## src/assert_macros.svh

```systemverilog
// ---------------------------------------------------------------------------
// assertion macros shared by the blend accumulator rtl
// ---------------------------------------------------------------------------
`ifndef ASSERT_MACROS_SVH
`define ASSERT_MACROS_SVH

// checked on every rising edge, muted while rst_n is low
`define FBA_ASSERT(name, prop, msg) \
    name: assert property (@(posedge clk) disable iff (!rst_n) (prop)) \
        else $error(msg);

// checked on every rising edge, reset included
`define FBA_ASSERT_ALWAYS(name, prop, msg) \
    name: assert property (@(posedge clk) (prop)) else $error(msg);

`endif

```

## src/fba_ram.sv

```systemverilog
`timescale 1ns / 1ps
// ---------------------------------------------------------------------------
// fba_ram
// simple dual-port ram, one write and one registered read, read-first
// ---------------------------------------------------------------------------
module fba_ram #(
    parameter int WIDTH  = 8,
    parameter int DEPTH  = 2,
    parameter int ADDR_W = (DEPTH > 1) ? $clog2(DEPTH) : 1
) (
    input  logic              clk,
    input  logic              wr_en,
    input  logic [ADDR_W-1:0] wr_addr,
    input  logic [WIDTH-1:0]  wr_data,
    input  logic [ADDR_W-1:0] rd_addr,
    output logic [WIDTH-1:0]  rd_data
);

    logic [WIDTH-1:0] mem_reg [DEPTH];
    logic [WIDTH-1:0] rd_data_reg;

    always_ff @(posedge clk)
    begin
        if (wr_en)
        begin
            mem_reg[wr_addr] <= wr_data;
        end
        rd_data_reg <= mem_reg[rd_addr];
    end

    assign rd_data = rd_data_reg;

endmodule

```

## config.mk

```make
export PLATFORM = sky130hd
export DESIGN_NAME = fba_ram
export DESIGN_NICKNAME = d
export VERILOG_FILES = /design/src/assert_macros.svh /design/src/fba_ram.sv
export SDC_FILE = /design/constraint.sdc
export NUM_CORES = 1
export LEC_CHECK = 0
export BUFFER_PORTS_ARGS = -buffer_cell sky130_fd_sc_hd__buf_2
export CORE_MARGIN = 2
export CORE_UTILIZATION = 48
export DETAILED_ROUTE_END_ITERATION = 10
export PLACE_DENSITY = 0.84
export SYNTH_ARGS = -nofsm -noshare
export SYNTH_HDL_FRONTEND = slang
export SYNTH_SLANG_ARGS = --single-unit
export TNS_END_PERCENT = 10
```

## constraint.sdc

```tcl
create_clock -name clk -period 1.4 [get_ports clk]
set_clock_uncertainty 0.2 [all_clocks]
set_input_delay 0 -clock clk [delete_from_list [all_inputs] [get_ports clk]]
set_output_delay 0 -clock clk [all_outputs]
set_load 0.01 [all_outputs]
```

==> flow_summary.ini <==
[grt]
antenna_violations_before_repair = 0
grt_start_max_net_pins = 15
grt_pass1_wl_microns = 1490
global_route.overflow_total = 0
global_route.usage.total_pct = 10.8
vias_in_the_first_global_route = 359

[worst_hold_path]
hold-path-endpoint = mem_reg[0][3]$_DFFE_PP_
holdCritStartpoint = wr_en
min-delay-path-class = input port to flip-flop
holdPathStages = 3

[layout]
max_ffs_per_register = 16
synthToLayoutAreaGrowth_pct = 33.7
drive_gt1_share_pct = 47.1
fin_nets = 81
final_cell_area_sq_um = 1050
sequential_cell_area_sq_um = 641
diodes = 0
final.fill_count = 100
multi_input_comb_area_sq_um = 133

[drt]
ant_nets = 0
post-route-drc-count = 0
vias_per_std_cell = 4.39
route.final.wire_length_microns = 1010
avgRoutedWirePerCell_microns = 12.0
initialDrtViolationCount = 6
detailroute.via_count = 369
number_of_detailed_routing_iterations_run_before_antenna_repair = 6

[power_and_ir_drop]
combinationalPowerShare_pct = 8.6
cellLeakagePower_nw = 0.438
power_frac_seq_pct = 57.7
power_report.internal_total_w = 0.00118
p_switching_w = 0.000250
power_switching_share_pct = 17.5
power_density_nw_per_um2 = 1360
vdd_drop_max_uv = 895
share_clk_of_total_power_pct = 33.7

[yosys]
netlist_top_cells_area = edfxtp_1 61%, dfxtp_1 20%, mux2_4 15%
parity_gate_share_of_the_synthesized_area_counting_xor_and_xnor_cells_pct = 0
synth_area_leader_cell = edfxtp_1
postSynthCellCount = 35
synth_fa_ha_area_share_pct = 0
synth_simple_gate_area_share_pct = 1.59
synth_cell_type_count = 6
synth-seq-cells = 24
syn-cell-area_sq_um = 785
synth.area.mux_share_pct = 15.3
synth_sequential_area_ratio_pct = 81.7
synth_nets = 47
synth-compound-area-share_pct = 0
post-synth-top-area-fraction_pct = 61.2
number_of_warnings_issued_by_yosys = 0
synth.avg_cell_area_sq_um = 22.4
dominant_combinational_cell_family_by_area_after_synthesis = multiplexers

[timing]
period_minus_slack_ns = 1.18
max_slew.worst_pin.slew_ns = 0.347
max_freq_ghz = 0.849
hold_ws_ns = -0.00254
hold_violations = 4
fin_setup_tns_ns = 0
max-slew-margin-rel_pct = 76.9
fin_crit_sh_pct = 84.1
setup_viol = 0
slew_violations = 0
grt_setup_unrepaired = no

[cts]
post_cts.resized_instances = 0
cts_inserted_buffers = 3
later_pin_clock_latency_in_the_skew_report_ns = 0.30
path_clk_slew_ns = 0.13
cts_tree = done
clock_path_buffers = 2
clock_sinks = 24
htree_levels = 1
clk_root_buffer_cell = clkbuf_4

[setup_path]
timing.reg2reg.worst_path_depth = 1
cp_data_arrival_time_ns = 0.96
r2r_start = mem_reg[1][4]$_DFFE_PP_
critPathSlowestCell = dlygate4sd3_1
cpLargestDelayFamily = buffers and inverters
depth_of_the_critical_timing_path_with_buffers_and_inverters_included = 3
ff2ff_setup_slack_ns = 0.44
worst_ep_required_time_ns = 1.18
critical_register_to_register_path_endpoint = rd_data[4]$_DFF_P_
cpPeakStageDelay_ns = 0.52
timing.setup.critical_path_class = input port to flip-flop
worstPathCellList = dlygate4sd3_1 > buf_2 > and2_1
setup_crit_start_kind = input port
critPathBufInv = 2
worstSetupEndpointType = flip-flop
timing.critical_path.fanout_max = 8

[floorplan]
core_region_area_sq_um = 1520
fp.dieH_microns = 44.4
dieArea_sq_um = 1970
num_io_pins = 20
floorplan.initialDensity_pct = 51.5
die_x_microns = 44.4
floorplan.rows = 14

[placed_design]
gpl.final_weighted_congestion = 0.669
place_area_sq_um = 896
total_of_buffers_placed_on_input_and_output_ports = 19

[run_status]
violated_checks = negative hold slack
status = finished, violations left

[flow_run]
max_cap_violations = 0
## cell usage in the layout (no fill, tap or decap), drive strengths merged
master / instances
buf: 20
edfxtp: 16
dlygate4sd3: 10
mux2: 8
dfxtp: 8
clkbuf: 3
nor2b: 1
and2: 1
bufinv: 1
## synth_stat cells, drive strengths merged
cell type and number:
and2 1, buf 1, edfxtp 16, dfxtp 8, nor2b 1, mux2 8
## through the flow
stage / setup WS, ns / std cells / hold slack (ns) / total power, W / utilization (%)
after floorplan: 0.407 / 35 / -0.101 / 0.000899 / -
after global placement: 0.435 / 70 / -0.0102 / 0.000939 / 58.8
after detailed placement: 0.420 / 70 / -0.00857 / 0.000943 / 58.8
after CTS: 0.220 / 84 / 0.00637 / 0.00143 / 68.8
after global routing: 0.177 / 84 / 0.0201 / 0.00147 / 68.8
final: 0.222 / 84 / -0.00254 / 0.00143 / 68.8
## power by group through the flow
| stage | sequential (W) | combinational, W | clock, W |
|---|---|---|---|
| after detailed placement | 0.000841 | 0.000102 | 0 |
| after CTS | 0.000824 | 0.000123 | 0.000485 |
| final | 0.000823 | 0.000123 | 0.000481 |
| after global routing | 0.000828 | 0.000132 | 0.000507 |
| after floorplan | 0.000850 | 0.0000488 | 0 |
| after global placement | 0.000839 | 0.000100 | 0 |
## repair_timing
item,in CTS,in global routing
buffers inserted,0,0
hold buffers,10,0
endpoints found under the hold margin,32,0
## tightest hold or removal path, stage by stage
cell,delay [ns]
buf_2,0.08
nor2b_1,0.12
buf_4,0.17
## metal layers
metal | track usage [%] | vias up | wire length (microns)
met1 | 12.5 | 160 | 428
met2 | 19.4 | 15 | 508
met4 | 3.64 | 0 | 0
met3 | 2.86 | 0 | 73
met5 | 0 | - | 0
li1 | - | 194 | -
## logic make-up (layout without fill, tap and decap cells)
logic type             count (synthesis)  in the layout
flip-flops                            24             24
multiplexers                           8              8
AND/OR/NAND/NOR                        2              2
buffers and inverters                  1             34
## final cells by class
cell class,count,area share [%]
flip-flops and latches,24,61.1
clock inverters,1,2.86
multi-input cells,10,12.6
repair buffers,30,19.3
clock buffers,3,2.15
well taps,16,1.91
## worst max-delay path by stage
stage / to / from / slack, ns
2_1_floorplan: mem_reg[0][0]$_DFFE_PP_ / wr_en / 0.41
3_3_place_gp: mem_reg[1][2]$_DFFE_PP_ / wr_addr / 0.43
3_5_place_dp: mem_reg[1][2]$_DFFE_PP_ / wr_addr / 0.42
4_1_cts: mem_reg[1][0]$_DFFE_PP_ / wr_addr / 0.22
5_1_grt: mem_reg[1][0]$_DFFE_PP_ / wr_addr / 0.18
6_report: mem_reg[1][0]$_DFFE_PP_ / wr_addr / 0.22
Power figures use the tool's default switching activity.
